<file path="src/sv/pfdm_pkg.sv">
// pfdm_pkg: shared constants, micro-op and condition codes, control word
// types and the microcode program of the pulse frequency/duty meter.
// No dependencies; every other file of the block refers to it by scoped name.
package pfdm_pkg;

    // timer and measurement geometry
    localparam int CNT_BITS   = 16;
    localparam int AVG_DEPTH  = 8;
    localparam int AVG_IDX_W  = $clog2(AVG_DEPTH);
    localparam int AVG_CNT_W  = $clog2(AVG_DEPTH + 1);
    localparam int TICK_W     = 2 * CNT_BITS;
    localparam int FREQ_W     = 20;
    localparam int DUTY_W     = 7;
    localparam int LIMIT_W    = 16;
    localparam int CMD_W      = 2;
    localparam int SUM_W      = FREQ_W + AVG_IDX_W;
    localparam int MUL_W      = TICK_W + DUTY_W;
    localparam int DIV_W      = MUL_W + 1;
    localparam int DIV_IT_W   = $clog2(DIV_W + 1);
    localparam int DUTY_SCALE = 100;

    // configuration port
    localparam int CFG_IDX_W = 1;
    localparam int CFG_DAT_W = FREQ_W;
    localparam logic [CFG_IDX_W-1:0] CFG_TPS   = 1'd0;
    localparam logic [CFG_IDX_W-1:0] CFG_LIMIT = 1'd1;
    localparam logic [FREQ_W-1:0]    TPS_RESET   = 20'd1000000;
    localparam logic [LIMIT_W-1:0]   LIMIT_RESET = 16'd500;

    // input commands
    localparam logic [CMD_W-1:0] CMD_EDGE = 2'd0;
    localparam logic [CMD_W-1:0] CMD_OVF  = 2'd1;
    localparam logic [CMD_W-1:0] CMD_TICK = 2'd2;

    // micro-ops
    localparam int OP_W = 5;
    localparam logic [OP_W-1:0] OP_NOP      = 5'd0;
    localparam logic [OP_W-1:0] OP_FETCH    = 5'd1;
    localparam logic [OP_W-1:0] OP_ELAPSED  = 5'd2;
    localparam logic [OP_W-1:0] OP_PSUM     = 5'd3;
    localparam logic [OP_W-1:0] OP_LD_FREQ  = 5'd4;
    localparam logic [OP_W-1:0] OP_DIV_STEP = 5'd5;
    localparam logic [OP_W-1:0] OP_PUSH     = 5'd6;
    localparam logic [OP_W-1:0] OP_ACC      = 5'd7;
    localparam logic [OP_W-1:0] OP_LD_AVG   = 5'd8;
    localparam logic [OP_W-1:0] OP_AVG      = 5'd9;
    localparam logic [OP_W-1:0] OP_HIGH     = 5'd10;
    localparam logic [OP_W-1:0] OP_LD_DUTY  = 5'd11;
    localparam logic [OP_W-1:0] OP_DUTY     = 5'd12;
    localparam logic [OP_W-1:0] OP_SETPH    = 5'd13;
    localparam logic [OP_W-1:0] OP_OVF      = 5'd14;
    localparam logic [OP_W-1:0] OP_TICK     = 5'd15;
    localparam logic [OP_W-1:0] OP_OUT      = 5'd16;

    // jump conditions
    localparam int COND_W = 4;
    localparam logic [COND_W-1:0] C_NEVER       = 4'd0;
    localparam logic [COND_W-1:0] C_ALWAYS      = 4'd1;
    localparam logic [COND_W-1:0] C_NO_INPUT    = 4'd2;
    localparam logic [COND_W-1:0] C_CMD_OVF     = 4'd3;
    localparam logic [COND_W-1:0] C_CMD_TICK    = 4'd4;
    localparam logic [COND_W-1:0] C_CMD_UNUSED  = 4'd5;
    localparam logic [COND_W-1:0] C_PHASE1      = 4'd6;
    localparam logic [COND_W-1:0] C_P_ZERO      = 4'd7;
    localparam logic [COND_W-1:0] C_DIV_MORE    = 4'd8;
    localparam logic [COND_W-1:0] C_ACC_MORE    = 4'd9;
    localparam logic [COND_W-1:0] C_PERIOD_ZERO = 4'd10;
    localparam logic [COND_W-1:0] C_OUT_FULL    = 4'd11;

    // program addresses
    localparam int PC_W = 5;
    localparam logic [PC_W-1:0] A_FETCH   = 5'd0;
    localparam logic [PC_W-1:0] A_DISP_OV = 5'd1;
    localparam logic [PC_W-1:0] A_DISP_TK = 5'd2;
    localparam logic [PC_W-1:0] A_DISP_UN = 5'd3;
    localparam logic [PC_W-1:0] A_ELAPSED = 5'd4;
    localparam logic [PC_W-1:0] A_PSUM    = 5'd5;
    localparam logic [PC_W-1:0] A_LD_FREQ = 5'd6;
    localparam logic [PC_W-1:0] A_DIVF    = 5'd7;
    localparam logic [PC_W-1:0] A_PUSH    = 5'd8;
    localparam logic [PC_W-1:0] A_ACC     = 5'd9;
    localparam logic [PC_W-1:0] A_LD_AVG  = 5'd10;
    localparam logic [PC_W-1:0] A_DIVA    = 5'd11;
    localparam logic [PC_W-1:0] A_AVG     = 5'd12;
    localparam logic [PC_W-1:0] A_FALL    = 5'd13;
    localparam logic [PC_W-1:0] A_LD_DUTY = 5'd14;
    localparam logic [PC_W-1:0] A_DIVD    = 5'd15;
    localparam logic [PC_W-1:0] A_DUTY    = 5'd16;
    localparam logic [PC_W-1:0] A_SETPH   = 5'd17;
    localparam logic [PC_W-1:0] A_OVF     = 5'd18;
    localparam logic [PC_W-1:0] A_TICK    = 5'd19;
    localparam logic [PC_W-1:0] A_OUT     = 5'd20;
    localparam logic [PC_W-1:0] A_RETURN  = 5'd21;

    typedef struct packed {
        logic [OP_W-1:0]   op;
        logic [COND_W-1:0] cond;
        logic [PC_W-1:0]   target;
    } pfdm_ctrl_t;

    // flags the sequencer branches on
    typedef struct packed {
        logic             in_fire;
        logic [CMD_W-1:0] cmd;
        logic             phase;
        logic             p_zero;
        logic             period_zero;
        logic             div_more;
        logic             acc_more;
        logic             out_full;
    } pfdm_status_t;

    function automatic pfdm_ctrl_t ucode(input logic [PC_W-1:0] addr);
        pfdm_ctrl_t w;
        w = '{op: OP_NOP, cond: C_ALWAYS, target: A_FETCH};
        unique case (addr)
            A_FETCH:   w = '{op: OP_FETCH,    cond: C_NO_INPUT,    target: A_FETCH};
            A_DISP_OV: w = '{op: OP_NOP,      cond: C_CMD_OVF,     target: A_OVF};
            A_DISP_TK: w = '{op: OP_NOP,      cond: C_CMD_TICK,    target: A_TICK};
            A_DISP_UN: w = '{op: OP_NOP,      cond: C_CMD_UNUSED,  target: A_OUT};
            A_ELAPSED: w = '{op: OP_ELAPSED,  cond: C_PHASE1,      target: A_FALL};
            A_PSUM:    w = '{op: OP_PSUM,     cond: C_NEVER,       target: A_FETCH};
            A_LD_FREQ: w = '{op: OP_LD_FREQ,  cond: C_P_ZERO,      target: A_SETPH};
            A_DIVF:    w = '{op: OP_DIV_STEP, cond: C_DIV_MORE,    target: A_DIVF};
            A_PUSH:    w = '{op: OP_PUSH,     cond: C_NEVER,       target: A_FETCH};
            A_ACC:     w = '{op: OP_ACC,      cond: C_ACC_MORE,    target: A_ACC};
            A_LD_AVG:  w = '{op: OP_LD_AVG,   cond: C_NEVER,       target: A_FETCH};
            A_DIVA:    w = '{op: OP_DIV_STEP, cond: C_DIV_MORE,    target: A_DIVA};
            A_AVG:     w = '{op: OP_AVG,      cond: C_ALWAYS,      target: A_SETPH};
            A_FALL:    w = '{op: OP_HIGH,     cond: C_NEVER,       target: A_FETCH};
            A_LD_DUTY: w = '{op: OP_LD_DUTY,  cond: C_PERIOD_ZERO, target: A_SETPH};
            A_DIVD:    w = '{op: OP_DIV_STEP, cond: C_DIV_MORE,    target: A_DIVD};
            A_DUTY:    w = '{op: OP_DUTY,     cond: C_NEVER,       target: A_FETCH};
            A_SETPH:   w = '{op: OP_SETPH,    cond: C_ALWAYS,      target: A_OUT};
            A_OVF:     w = '{op: OP_OVF,      cond: C_ALWAYS,      target: A_OUT};
            A_TICK:    w = '{op: OP_TICK,     cond: C_NEVER,       target: A_FETCH};
            A_OUT:     w = '{op: OP_OUT,      cond: C_OUT_FULL,    target: A_OUT};
            A_RETURN:  w = '{op: OP_NOP,      cond: C_ALWAYS,      target: A_FETCH};
            default:   w = '{op: OP_NOP,      cond: C_ALWAYS,      target: A_FETCH};
        endcase
        return w;
    endfunction

endpackage

</file>
<file path="src/sv/pfdm_ifs.sv">
// pfdm channel interfaces: input items, results and configuration writes.
// Depends on pfdm_pkg for field widths.
interface pfdm_item_if;
    logic                         valid;
    logic                         ready;
    logic [pfdm_pkg::CMD_W-1:0]    command;
    logic [pfdm_pkg::CNT_BITS-1:0] capture_count;
    modport source (output valid, command, capture_count, input ready);
    modport sink (input valid, command, capture_count, output ready);
endinterface

interface pfdm_result_if;
    logic                        valid;
    logic                        ready;
    logic [pfdm_pkg::FREQ_W-1:0] frequency_hz;
    logic [pfdm_pkg::DUTY_W-1:0] duty_percent;
    logic                        duty_valid;
    modport source (output valid, frequency_hz, duty_percent, duty_valid, input ready);
    modport sink (input valid, frequency_hz, duty_percent, duty_valid, output ready);
endinterface

interface pfdm_cfg_if;
    logic                           valid;
    logic                           ready;
    logic [pfdm_pkg::CFG_IDX_W-1:0] index;
    logic [pfdm_pkg::CFG_DAT_W-1:0] data;
    modport source (output valid, index, data, input ready);
    modport sink (input valid, index, data, output ready);
endinterface

</file>
<file path="src/sv/pfdm_seq.sv">
// pfdm_seq: step counter and microcode table; picks the next step from the
// control word's jump condition. Depends on pfdm_pkg.
module pfdm_seq (
    input  logic                   clk,
    input  logic                   rst_n,
    input  pfdm_pkg::pfdm_status_t status,
    output pfdm_pkg::pfdm_ctrl_t   ctrl
);

    logic [pfdm_pkg::PC_W-1:0] pc_reg;
    logic [pfdm_pkg::PC_W-1:0] pc_next;
    logic                      take;

    assign ctrl = pfdm_pkg::ucode(pc_reg);

    always_comb
    begin
        unique case (ctrl.cond)
            pfdm_pkg::C_NEVER:       take = 1'b0;
            pfdm_pkg::C_ALWAYS:      take = 1'b1;
            pfdm_pkg::C_NO_INPUT:    take = !status.in_fire;
            pfdm_pkg::C_CMD_OVF:     take = status.cmd == pfdm_pkg::CMD_OVF;
            pfdm_pkg::C_CMD_TICK:    take = status.cmd == pfdm_pkg::CMD_TICK;
            pfdm_pkg::C_CMD_UNUSED:  take = status.cmd != pfdm_pkg::CMD_EDGE;
            pfdm_pkg::C_PHASE1:      take = status.phase;
            pfdm_pkg::C_P_ZERO:      take = status.p_zero;
            pfdm_pkg::C_DIV_MORE:    take = status.div_more;
            pfdm_pkg::C_ACC_MORE:    take = status.acc_more;
            pfdm_pkg::C_PERIOD_ZERO: take = status.period_zero;
            pfdm_pkg::C_OUT_FULL:    take = status.out_full;
            default:                 take = 1'b1;
        endcase
        pc_next = take ? ctrl.target : pc_reg + 1'b1;
    end

    always_ff @(posedge clk or negedge rst_n)
    begin
        if (!rst_n)
            pc_reg <= pfdm_pkg::A_FETCH;
        else
            pc_reg <= pc_next;
    end

endmodule

</file>
<file path="src/sv/pfdm_div.sv">
// pfdm_div: restoring divider, one quotient bit per step; the dividend is
// loaded left-aligned so the step count matches its width. Depends on pfdm_pkg.
module pfdm_div (
    input  logic                           clk,
    input  logic                           rst_n,
    input  logic                           load,
    input  logic                           step,
    input  logic [pfdm_pkg::DIV_W-1:0]     dividend,
    input  logic [pfdm_pkg::TICK_W-1:0]    divisor,
    input  logic [pfdm_pkg::DIV_IT_W-1:0]  iters,
    output logic [pfdm_pkg::DIV_W-1:0]     quotient,
    output logic                           more
);

    logic [pfdm_pkg::DIV_W-1:0]    dvd_reg;
    logic [pfdm_pkg::TICK_W-1:0]   dsr_reg;
    logic [pfdm_pkg::TICK_W-1:0]   rem_reg;
    logic [pfdm_pkg::DIV_IT_W-1:0] cnt_reg;
    logic [pfdm_pkg::TICK_W:0]     shifted;
    logic [pfdm_pkg::TICK_W+1:0]   trial;
    logic                          fits;

    assign shifted  = {rem_reg, dvd_reg[pfdm_pkg::DIV_W-1]};
    assign trial    = {1'b0, shifted} - {2'b00, dsr_reg};
    assign fits     = !trial[pfdm_pkg::TICK_W+1];
    assign quotient = dvd_reg;
    assign more     = cnt_reg != pfdm_pkg::DIV_IT_W'(1);

    always_ff @(posedge clk or negedge rst_n)
    begin
        if (!rst_n)
        begin
            cnt_reg <= '0;
        end
        else if (load)
        begin
            cnt_reg <= iters;
        end
        else if (step)
        begin
            cnt_reg <= cnt_reg - 1'b1;
        end
    end

    always_ff @(posedge clk)
    begin
        if (load)
        begin
            dvd_reg <= dividend;
            dsr_reg <= divisor;
            rem_reg <= '0;
        end
        else if (step)
        begin
            rem_reg <= fits ? trial[pfdm_pkg::TICK_W-1:0] : shifted[pfdm_pkg::TICK_W-1:0];
            dvd_reg <= {dvd_reg[pfdm_pkg::DIV_W-2:0], fits};
        end
    end

endmodule

</file>
<file path="src/sv/pfdm_dp.sv">
// pfdm_dp: measurement datapath (edge timing, sample buffer, average, duty,
// timeout) driven by micro-ops. Depends on pfdm_pkg and pfdm_div.
module pfdm_dp (
    input  logic                           clk,
    input  logic                           rst_n,
    input  pfdm_pkg::pfdm_ctrl_t           ctrl,
    input  logic [pfdm_pkg::CNT_BITS-1:0]  cap,
    input  logic [pfdm_pkg::FREQ_W-1:0]    tps,
    input  logic [pfdm_pkg::LIMIT_W-1:0]   limit,
    output logic [pfdm_pkg::FREQ_W-1:0]    avg_freq,
    output logic [pfdm_pkg::DUTY_W-1:0]    duty,
    output logic                           duty_ok,
    output logic                           phase,
    output logic                           p_zero,
    output logic                           period_zero,
    output logic                           div_more,
    output logic                           acc_more
);

    localparam int AI = pfdm_pkg::AVG_IDX_W;
    localparam int AC = pfdm_pkg::AVG_CNT_W;
    localparam int TW = pfdm_pkg::TICK_W;

    logic                              phase_reg;
    logic [pfdm_pkg::CNT_BITS-1:0]     ovf_reg;
    logic [pfdm_pkg::CNT_BITS-1:0]     last_reg;
    logic [TW-1:0]                     high_reg;
    logic [TW-1:0]                     period_reg;
    logic [TW-1:0]                     e_reg;
    logic [TW-1:0]                     p_reg;
    logic [pfdm_pkg::MUL_W-1:0]        mul_reg;
    logic [pfdm_pkg::FREQ_W-1:0]       samples [pfdm_pkg::AVG_DEPTH];
    logic [AI-1:0]                     widx_reg;
    logic [AC-1:0]                     scnt_reg;
    logic [pfdm_pkg::SUM_W-1:0]        acc_reg;
    logic [AC-1:0]                     aidx_reg;
    logic [pfdm_pkg::FREQ_W-1:0]       avg_reg;
    logic [pfdm_pkg::DUTY_W-1:0]       duty_reg;
    logic                              dvalid_reg;
    logic [pfdm_pkg::LIMIT_W-1:0]      idle_reg;

    logic [TW-1:0]                     elapsed;
    logic [TW:0]                       psum;
    logic [pfdm_pkg::LIMIT_W-1:0]      idle_inc;
    logic                              div_load;
    logic [pfdm_pkg::DIV_W-1:0]        div_dvd;
    logic [TW-1:0]                     div_dsr;
    logic [pfdm_pkg::DIV_IT_W-1:0]     div_it;
    logic [pfdm_pkg::DIV_W-1:0]        quot;

    // overflow count forms the upper half; wraps when the capture is behind
    assign elapsed  = {ovf_reg, cap} - TW'(last_reg);
    assign psum     = {1'b0, high_reg} + {1'b0, e_reg};
    assign idle_inc = (idle_reg == '1) ? idle_reg : idle_reg + 1'b1;

    assign avg_freq    = avg_reg;
    assign duty        = duty_reg;
    assign duty_ok     = dvalid_reg;
    assign phase       = phase_reg;
    assign p_zero      = p_reg == '0;
    assign period_zero = period_reg == '0;
    assign acc_more    = AC'(aidx_reg + 1'b1) != scnt_reg;

    always_comb
    begin
        div_load = 1'b1;
        div_dvd  = {tps, (pfdm_pkg::DIV_W - pfdm_pkg::FREQ_W)'(0)};
        div_dsr  = p_reg;
        div_it   = pfdm_pkg::DIV_IT_W'(pfdm_pkg::FREQ_W);
        case (ctrl.op)
            pfdm_pkg::OP_LD_FREQ:
            begin
                div_load = 1'b1;
            end
            pfdm_pkg::OP_LD_AVG:
            begin
                div_dvd = {acc_reg, (pfdm_pkg::DIV_W - pfdm_pkg::SUM_W)'(0)};
                div_dsr = TW'(scnt_reg);
                div_it  = pfdm_pkg::DIV_IT_W'(pfdm_pkg::SUM_W);
            end
            pfdm_pkg::OP_LD_DUTY:
            begin
                div_dvd = pfdm_pkg::DIV_W'(mul_reg);
                div_dsr = period_reg;
                div_it  = pfdm_pkg::DIV_IT_W'(pfdm_pkg::DIV_W);
            end
            default:
            begin
                div_load = 1'b0;
            end
        endcase
    end

    pfdm_div u_div (
        .clk      (clk),
        .rst_n    (rst_n),
        .load     (div_load),
        .step     (ctrl.op == pfdm_pkg::OP_DIV_STEP),
        .dividend (div_dvd),
        .divisor  (div_dsr),
        .iters    (div_it),
        .quotient (quot),
        .more     (div_more)
    );

    // sample buffer: entries past the fill count are never read
    always_ff @(posedge clk)
    begin
        if (ctrl.op == pfdm_pkg::OP_PUSH)
            samples[widx_reg] <= quot[pfdm_pkg::FREQ_W-1:0];
    end

    always_ff @(posedge clk or negedge rst_n)
    begin
        if (!rst_n)
        begin
            phase_reg  <= 1'b0;
            ovf_reg    <= '0;
            last_reg   <= '0;
            high_reg   <= '0;
            period_reg <= '0;
            e_reg      <= '0;
            p_reg      <= '0;
            mul_reg    <= '0;
            widx_reg   <= '0;
            scnt_reg   <= '0;
            acc_reg    <= '0;
            aidx_reg   <= '0;
            avg_reg    <= '0;
            duty_reg   <= '0;
            dvalid_reg <= 1'b0;
            idle_reg   <= '0;
        end
        else
        begin
            case (ctrl.op)
                pfdm_pkg::OP_ELAPSED:
                begin
                    e_reg    <= elapsed;
                    last_reg <= cap;
                    ovf_reg  <= '0;
                    idle_reg <= '0;
                end
                pfdm_pkg::OP_PSUM:
                begin
                    p_reg <= psum[TW] ? '1 : psum[TW-1:0];
                end
                pfdm_pkg::OP_PUSH:
                begin
                    widx_reg <= (widx_reg == AI'(pfdm_pkg::AVG_DEPTH - 1)) ? '0 : widx_reg + 1'b1;
                    if (scnt_reg != AC'(pfdm_pkg::AVG_DEPTH))
                        scnt_reg <= scnt_reg + 1'b1;
                    period_reg <= p_reg;
                    acc_reg    <= '0;
                    aidx_reg   <= '0;
                end
                pfdm_pkg::OP_ACC:
                begin
                    acc_reg  <= acc_reg + pfdm_pkg::SUM_W'(samples[aidx_reg[AI-1:0]]);
                    aidx_reg <= aidx_reg + 1'b1;
                end
                pfdm_pkg::OP_AVG:
                begin
                    avg_reg <= quot[pfdm_pkg::FREQ_W-1:0];
                end
                pfdm_pkg::OP_HIGH:
                begin
                    high_reg <= e_reg;
                    mul_reg  <= pfdm_pkg::MUL_W'(e_reg) * pfdm_pkg::MUL_W'(pfdm_pkg::DUTY_SCALE);
                end
                pfdm_pkg::OP_DUTY:
                begin
                    duty_reg   <= (quot > pfdm_pkg::DIV_W'(pfdm_pkg::DUTY_SCALE))
                                  ? pfdm_pkg::DUTY_W'(pfdm_pkg::DUTY_SCALE)
                                  : quot[pfdm_pkg::DUTY_W-1:0];
                    dvalid_reg <= 1'b1;
                end
                pfdm_pkg::OP_SETPH:
                begin
                    phase_reg <= !phase_reg;
                end
                pfdm_pkg::OP_OVF:
                begin
                    if (ovf_reg != '1)
                        ovf_reg <= ovf_reg + 1'b1;
                end
                pfdm_pkg::OP_TICK:
                begin
                    // timeout: signal declared absent
                    if (idle_inc >= limit)
                    begin
                        avg_reg    <= '0;
                        dvalid_reg <= 1'b0;
                        idle_reg   <= '0;
                    end
                    else
                    begin
                        idle_reg <= idle_inc;
                    end
                end
                default:
                begin
                end
            endcase
        end
    end

endmodule

</file>
<file path="src/sv/pulse_frequency_duty_meter_unit.sv">
// pulse_frequency_duty_meter_unit: top level; configuration registers, input
// latch and result register around the microcoded sequencer and datapath.
// Depends on pfdm_pkg, pfdm_ifs, pfdm_seq, pfdm_dp.
//
//   channel  dir  ready         payload
//   item     in   step FETCH    command, capture_count
//   result   out  sink drives   frequency_hz, duty_percent, duty_valid
//   cfg      in   always high   index, data
//
// Overflow, timeout-tick and unused-command items skip the divider; a rising
// edge divides for frequency and average and sums each filled average entry,
// a falling edge for duty. The serial divider gives one quotient bit per cycle.
// Reset clears all measurement state; the average buffer is read only where filled.
// A stalled result holds the sequencer at its output step; the next item is
// taken once the result has moved to the output register.
module pulse_frequency_duty_meter_unit (
    input  logic          clk,
    input  logic          rst_n,
    pfdm_item_if.sink     item,
    pfdm_result_if.source result,
    pfdm_cfg_if.sink      cfg
);

    pfdm_pkg::pfdm_ctrl_t   ctrl;
    pfdm_pkg::pfdm_status_t status;

    logic [pfdm_pkg::FREQ_W-1:0]   tps_reg;
    logic [pfdm_pkg::LIMIT_W-1:0]  limit_reg;
    logic [pfdm_pkg::CMD_W-1:0]    cmd_reg;
    logic [pfdm_pkg::CNT_BITS-1:0] cap_reg;
    logic                          out_valid_reg;
    logic [pfdm_pkg::FREQ_W-1:0]   freq_reg;
    logic [pfdm_pkg::DUTY_W-1:0]   duty_out_reg;
    logic                          dvalid_out_reg;

    logic [pfdm_pkg::FREQ_W-1:0]   avg_freq;
    logic [pfdm_pkg::DUTY_W-1:0]   duty;
    logic                          duty_ok;
    logic                          in_fire;
    logic                          out_full;
    logic                          out_load;

    assign item.ready = ctrl.op == pfdm_pkg::OP_FETCH;
    assign in_fire    = item.valid && item.ready;
    assign cfg.ready  = 1'b1;
    assign out_full   = out_valid_reg && !result.ready;
    assign out_load   = (ctrl.op == pfdm_pkg::OP_OUT) && !out_full;

    assign result.valid        = out_valid_reg;
    assign result.frequency_hz = freq_reg;
    assign result.duty_percent = duty_out_reg;
    assign result.duty_valid   = dvalid_out_reg;

    always_ff @(posedge clk or negedge rst_n)
    begin
        if (!rst_n)
        begin
            tps_reg   <= pfdm_pkg::TPS_RESET;
            limit_reg <= pfdm_pkg::LIMIT_RESET;
        end
        else if (cfg.valid)
        begin
            case (cfg.index)
                pfdm_pkg::CFG_TPS:   tps_reg   <= cfg.data;
                pfdm_pkg::CFG_LIMIT: limit_reg <= cfg.data[pfdm_pkg::LIMIT_W-1:0];
                default:
                begin
                end
            endcase
        end
    end

    always_ff @(posedge clk or negedge rst_n)
    begin
        if (!rst_n)
        begin
            cmd_reg <= pfdm_pkg::CMD_EDGE;
            cap_reg <= '0;
        end
        else if (in_fire)
        begin
            cmd_reg <= item.command;
            cap_reg <= item.capture_count;
        end
    end

    always_ff @(posedge clk or negedge rst_n)
    begin
        if (!rst_n)
            out_valid_reg <= 1'b0;
        else if (out_load)
            out_valid_reg <= 1'b1;
        else if (result.ready)
            out_valid_reg <= 1'b0;
    end

    // duty field reads zero while the measurement is invalid
    always_ff @(posedge clk)
    begin
        if (out_load)
        begin
            freq_reg       <= avg_freq;
            duty_out_reg   <= duty_ok ? duty : '0;
            dvalid_out_reg <= duty_ok;
        end
    end

    assign status.in_fire  = in_fire;
    assign status.cmd      = cmd_reg;
    assign status.out_full = out_full;

    pfdm_seq u_seq (
        .clk    (clk),
        .rst_n  (rst_n),
        .status (status),
        .ctrl   (ctrl)
    );

    pfdm_dp u_dp (
        .clk         (clk),
        .rst_n       (rst_n),
        .ctrl        (ctrl),
        .cap         (cap_reg),
        .tps         (tps_reg),
        .limit       (limit_reg),
        .avg_freq    (avg_freq),
        .duty        (duty),
        .duty_ok     (duty_ok),
        .phase       (status.phase),
        .p_zero      (status.p_zero),
        .period_zero (status.period_zero),
        .div_more    (status.div_more),
        .acc_more    (status.acc_more)
    );

endmodule
</file>
<file path="src/flat_wrapper.sv">
// flat-port wrapper written by rule: the top's interface ports become plain ports
module pulse_frequency_duty_meter_unit_flat 
  (clk, rst_n, item_valid, item_command, item_capture_count, item_ready, result_valid, result_frequency_hz, result_duty_percent, result_duty_valid, result_ready, cfg_valid, cfg_index, cfg_data, cfg_ready);
  pfdm_item_if item_i ();
  pfdm_result_if result_i ();
  pfdm_cfg_if cfg_i ();
  input  logic clk;
  input  logic rst_n;
  input wire logic [$bits(item_i.valid)-1:0] item_valid;
  input wire logic [$bits(item_i.command)-1:0] item_command;
  input wire logic [$bits(item_i.capture_count)-1:0] item_capture_count;
  output wire logic [$bits(item_i.ready)-1:0] item_ready;
  output wire logic [$bits(result_i.valid)-1:0] result_valid;
  output wire logic [$bits(result_i.frequency_hz)-1:0] result_frequency_hz;
  output wire logic [$bits(result_i.duty_percent)-1:0] result_duty_percent;
  output wire logic [$bits(result_i.duty_valid)-1:0] result_duty_valid;
  input wire logic [$bits(result_i.ready)-1:0] result_ready;
  input wire logic [$bits(cfg_i.valid)-1:0] cfg_valid;
  input wire logic [$bits(cfg_i.index)-1:0] cfg_index;
  input wire logic [$bits(cfg_i.data)-1:0] cfg_data;
  output wire logic [$bits(cfg_i.ready)-1:0] cfg_ready;
  assign item_i.valid = item_valid;
  assign item_i.command = item_command;
  assign item_i.capture_count = item_capture_count;
  assign item_ready = item_i.ready;
  assign result_valid = result_i.valid;
  assign result_frequency_hz = result_i.frequency_hz;
  assign result_duty_percent = result_i.duty_percent;
  assign result_duty_valid = result_i.duty_valid;
  assign result_i.ready = result_ready;
  assign cfg_i.valid = cfg_valid;
  assign cfg_i.index = cfg_index;
  assign cfg_i.data = cfg_data;
  assign cfg_ready = cfg_i.ready;
  pulse_frequency_duty_meter_unit u_core (.clk(clk), .rst_n(rst_n), .item(item_i), .result(result_i), .cfg(cfg_i));
endmodule
</file>
<file path="config.mk">
export PLATFORM = sky130hd
export DESIGN_NAME = pulse_frequency_duty_meter_unit_flat
export DESIGN_NICKNAME = d
export VERILOG_FILES = /design/src/sv/pfdm_pkg.sv /design/src/sv/pfdm_ifs.sv /design/src/sv/pfdm_seq.sv /design/src/sv/pfdm_div.sv /design/src/sv/pfdm_dp.sv /design/src/sv/pulse_frequency_duty_meter_unit.sv /design/src/flat_wrapper.sv
export SDC_FILE = /design/constraint.sdc
export NUM_CORES = 1
export LEC_CHECK = 0
export ABC_AREA = 1
export BUFFER_PORTS_ARGS = -buffer_cell sky130_fd_sc_hd__buf_4
export CORE_MARGIN = 8
export CORE_UTILIZATION = 45
export DETAILED_ROUTE_END_ITERATION = 10
export GPL_TIMING_DRIVEN = 0
export PLACE_DENSITY_LB_ADDON = 0.08
export RECOVER_POWER = 25
export SLEW_MARGIN = 25
export SYNTH_ARGS = -nofsm -noshare
export SYNTH_HDL_FRONTEND = slang
export SYNTH_HIERARCHICAL = 1
export SYNTH_SLANG_ARGS = --single-unit
</file>
<file path="constraint.sdc">
create_clock -name clk -period 7 [get_ports clk]
set_input_delay 1.05 -clock clk [delete_from_list [all_inputs] [get_ports clk]]
set_output_delay 1.05 -clock clk [all_outputs]
set_load 0.03 [all_outputs]
</file>
==> key figures <==
Clocking
  – Number of hold buffers added after CTS: 0
  – Library cell used as clock root buffer: sky130_fd_sc_hd__clkbuf_16
  – Post-CTS resize count: 0
  – Number of buffers created by CTS: 75
  – CTS clock-pin slew for the worst setup and hold paths: 60 ps
  – Clock Tree Buf Depth: 3
  – TritonCTS clock tree: yes
  – Post-CTS Repair Setup Buffers: 0
  – Clk sink count: 631
  – H-tree level count: 3
  – Worst-skew pair later-pin latency: 650 ps

Floorplanning
  – Die area: 0.0974 mm^2
  – X dimension of the die: 312 um
  – Std-Cell Rows: 108
  – Boundary pin count: 75
  – Initial cell density of the core: 0.455
  – Core region area: 0.0868 mm^2
  – Die H: 312 um

Yosys
  – Synthesized netlist cell count: 5,140
  – Distinct cell type count of the synthesized netlist: 61
  – Flip-flop and latch count after synthesis: 631
  – Count of flip-flops with a built-in enable after synthesis: 260
  – Cell area after synthesis: 0.0394 mm^2
  – FFs w/ async S/R, synth: 0.537
  – Average size of a mapped cell: 7.67 um^2
  – Fraction of the yosys area taken by sequential cells: 0.430
  – Synthesis warning total: 6
  – Predominant post-synthesis flop cell: sky130_fd_sc_hd__dfrtp_1

Final layout
  – Total inserted antenna cells: 0
  – Relative area change from synthesis to final layout: 12.6%
  – Final-stage net count: 5,620
  – Flip-flop count of the largest register, all copies and words added: 160
  – Filler instances: 8,608
  – Share of cells above drive strength 1: 0.0795

GRT
  – Total congestion overflow after global routing: 0
  – Pin count of the biggest net entering global routing: 88
  – Global-route wire length before repair: 184,000 um
  – Tot GR Track Use: 0.237
  – Via count of the first global-routing pass: 32,189
  – Antenna violations before repair: 1

Timing
  – Final count of hold timing violations: 0
  – Maximum frequency from static timing analysis: 188 MHz
  – Slew at the pin with the worst max-slew slack: 3480 ps
  – Worst clock skew: 37.0 ps
  – Relative max-transition margin: -1.32
  – Final period utilization: 0.762
  – Worst hold margin: 434 ps
  – Final number of max-transition violations: 58
  – RSZ-0062 raised after global routing: false
  – Final setup vio count: 0
  – Shortest clock period the worst path allows after layout: 5330 ps
  – Final worst setup slack: 1670 ps
  – Sum of negative setup slack: 0 ps

Setup path
  – Critical path, cell by cell: inv_1 > o21ai_0 > nand2_1 > o21ai_0 > nor2_1 > inv_2 > nor2_2 > nor2_4 > clkbuf_1 > o21ai_4 > buf_2 > nor2_2 > inv_1 > clkbuf_4
  – Critical path buffers and inverters: 6
  – Worst Path Max Fanout: 49
  – Sort of element at the end of the critical path: flop
  – Worst EP required: 7220 ps
  – Logic depth of the worst path, buffers included: 14
  – WP data arrival: 5560 ps
  – Origin of the critical flop-to-flop path: u_core/u_seq/pc_reg[1]$_DFF_PN0_
  – Depth of the most critical reg-to-reg path: 14
  – Type of element launching the critical path: flop
  – Top delay family on crit path: buffers and inverters
  – Register-to-register setup slack: 1670 ps
  – WS Path Type: reg2reg
  – Destination of the worst register-to-register timing path: u_core/u_dp/u_div/quotient[31]$_DFFE_PP_
  – Maximum cell stage delay along the critical path: 570 ps
  – Cell with the biggest individual delay on the critical path: sky130_fd_sc_hd__o21ai_0

Route
  – Drt first pass iters: 7
  – Routed Antenna Nets: 0
  – Detail-routed net length per standard cell: 18.0 um
  – Vias per inst: 5.10
  – Violation count after the first detailed-routing iteration: 2,586
  – DRC violation count after routing: 0
  – Final WL: 117,000 um
  – DR vias: 33,310

Worst hold path
  – Hold EP: u_core/result.frequency_hz[9]$_DFFE_PP_
  – Count of cells along the worst hold path: 0
  – HP Class: reg2reg
  – Launch instance of the worst min-delay path: u_core/u_dp/avg_freq[9]$_DFFE_PN0P_

Outcome
  – Violated checks: capacitance limit, slew limit
  – Result of the run: finished, violations left

Place
  – Port Buf Inserts: 72
  – Weighted congestion at the end of routability-driven global placement: 0.939
  – Post-Place Setup Slack: 1640 ps
  – DP HPWL: 91,600 um

Power
  – Net Sw Power: 11,400 uW
  – Total Power Consumption: 23,200 uW
  – Switch share: 0.491
  – Leakage: 0.0220 uW
  – Fraction of power consumed by combinational cells: 0.549
  – Total power density per cell area: 523 mW/mm^2
  – Cell internal power dissipation: 11,800 uW
  – Clock power frac: 0.178
  – Largest voltage drop on the vdd net: 0.385 mV
  – Relative contribution of sequential cells to total power: 0.273

Job
  – MaxCap Viol Count: 1
## power by group through the flow
stage	logic (uW)	clock network [uW]	registers, uW
finish	12800	4130	6350
CTS	12700	4230	6350
detailed placement	12600	0	6410
floorplan	9120	0	5920
global placement	12500	0	6430
global route	14500	4380	6460
## cell usage in the layout, fill, tap and decap left out, drive strengths merged, types with 26 or more instances in the layout
master,synthesis,final
nand2,1604,1604
inv,833,834
nor2,451,451
o21ai,355,355
dfrtp,326,326
nand3,322,322
edfxtp,260,260
ha,235,235
clkbuf,68,174
buf,66,153
a21oi,151,151
o22ai,60,60
nor3,55,55
xnor2,43,43
nand4,42,42
dfxtp,32,32
fa,31,31
nor4,26,26
## cell type report
type                       instances  area (um^2)  share of cell area
multi-input combinational       3541        18700               0.422
inverter                         835         3140              0.0706
buffer                           134          701              0.0158
sequential                       631        16900               0.382
tap                             1155         1450              0.0325
clock buffer                     101         2030              0.0458
timing repair buffer              92          796              0.0179
clock inverter                    38          626              0.0141
## worst reg2reg max path: stages (launching register included)
cell and delay (ps):
sky130_fd_sc_hd__dfrtp_1 520, sky130_fd_sc_hd__inv_1 220, sky130_fd_sc_hd__o21ai_0 290, sky130_fd_sc_hd__nand2_1 80
sky130_fd_sc_hd__o21ai_0 570, sky130_fd_sc_hd__nor2_1 130, sky130_fd_sc_hd__inv_2 190, sky130_fd_sc_hd__nor2_2 100
sky130_fd_sc_hd__nor2_4 290, sky130_fd_sc_hd__clkbuf_1 540, sky130_fd_sc_hd__o21ai_4 330, sky130_fd_sc_hd__buf_2 290
sky130_fd_sc_hd__nor2_2 580, sky130_fd_sc_hd__inv_1 250, sky130_fd_sc_hd__clkbuf_4 530
## logic make-up (layout without fill, tap and decap cells)
| kind of cell | Yosys count | after routing | share of synthesized area |
|---|---|---|---|
| fa+ha+maj | 266 | 266 | 0.0903 |
| buf+inv | 969 | 1200 | 0.0973 |
| xor+xnor | 67 | 67 | 0.0149 |
| flops | 631 | 631 | 0.430 |
| simple gates | 2545 | 2545 | 0.273 |
| compound gates | 660 | 660 | 0.0946 |
| other cells | 2 | 3 | 0.000190 |
## through the flow
stage	std cells	instance area (um^2)	utilization
after detailed placement	6388	41800	0.481
after global placement	6368	41400	0.477
after CTS	6527	44400	0.512
after floorplan	5141	39400	-
final	6527	44400	0.512
after global routing	6527	44400	0.512
## worst max-delay path by stage
stage / startpoint / end / slack [ps]
3_3_place_gp: u_core/u_seq/pc_reg[1]$_DFF_PN0_ / u_core/u_dp/u_div/quotient[39]$_DFFE_PP_ / -2270
5_1_grt: u_core/u_seq/pc_reg[1]$_DFF_PN0_ / u_core/u_dp/u_div/cnt_reg[5]$_DFFE_PN0P_ / 1220
2_1_floorplan: u_core/u_seq/pc_reg[2]$_DFF_PN0_ / u_core/u_dp/u_div/quotient[0]$_DFFE_PP_ / 450
6_report: u_core/u_seq/pc_reg[1]$_DFF_PN0_ / u_core/u_dp/u_div/quotient[31]$_DFFE_PP_ / 1670
3_5_place_dp: u_core/u_seq/pc_reg[1]$_DFF_PN0_ / u_core/u_dp/u_div/cnt_reg[5]$_DFFE_PN0P_ / 1640
4_1_cts: u_core/u_seq/pc_reg[1]$_DFF_PN0_ / u_core/u_dp/u_div/cnt_reg[5]$_DFFE_PN0P_ / 1610
## per-layer routing
layer | wire [um] | vias up | track usage
met4 | 3050 | 0 | 0.0644
met1 | 54900 | 15599 | 0.331
met2 | 54400 | 726 | 0.390
li1 | - | 16839 | -
met3 | 5100 | 146 | 0.0252
met5 | 0 | - | 0
## synth_stat cells, types with 31 or more instances
master	count	area, um^2
sky130_fd_sc_hd__a21oi_1	141	706
sky130_fd_sc_hd__buf_2	39	195
sky130_fd_sc_hd__clkbuf_1	67	251
sky130_fd_sc_hd__dfrtp_1	326	8160
sky130_fd_sc_hd__dfxtp_1	32	641
sky130_fd_sc_hd__edfxtp_1	260	7810
sky130_fd_sc_hd__fa_1	31	621
sky130_fd_sc_hd__ha_1	235	2940
sky130_fd_sc_hd__inv_1	812	3050
sky130_fd_sc_hd__nand2_1	1573	5900
sky130_fd_sc_hd__nand3_1	306	1530
sky130_fd_sc_hd__nand4_1	41	257
sky130_fd_sc_hd__nor2_1	420	1580
sky130_fd_sc_hd__nor3_1	51	255
sky130_fd_sc_hd__o21ai_0	288	1440
sky130_fd_sc_hd__o21ai_1	66	330
sky130_fd_sc_hd__o22ai_1	60	375
sky130_fd_sc_hd__xnor2_1	43	377
Note: power is estimated with default switching activity, not from simulation.
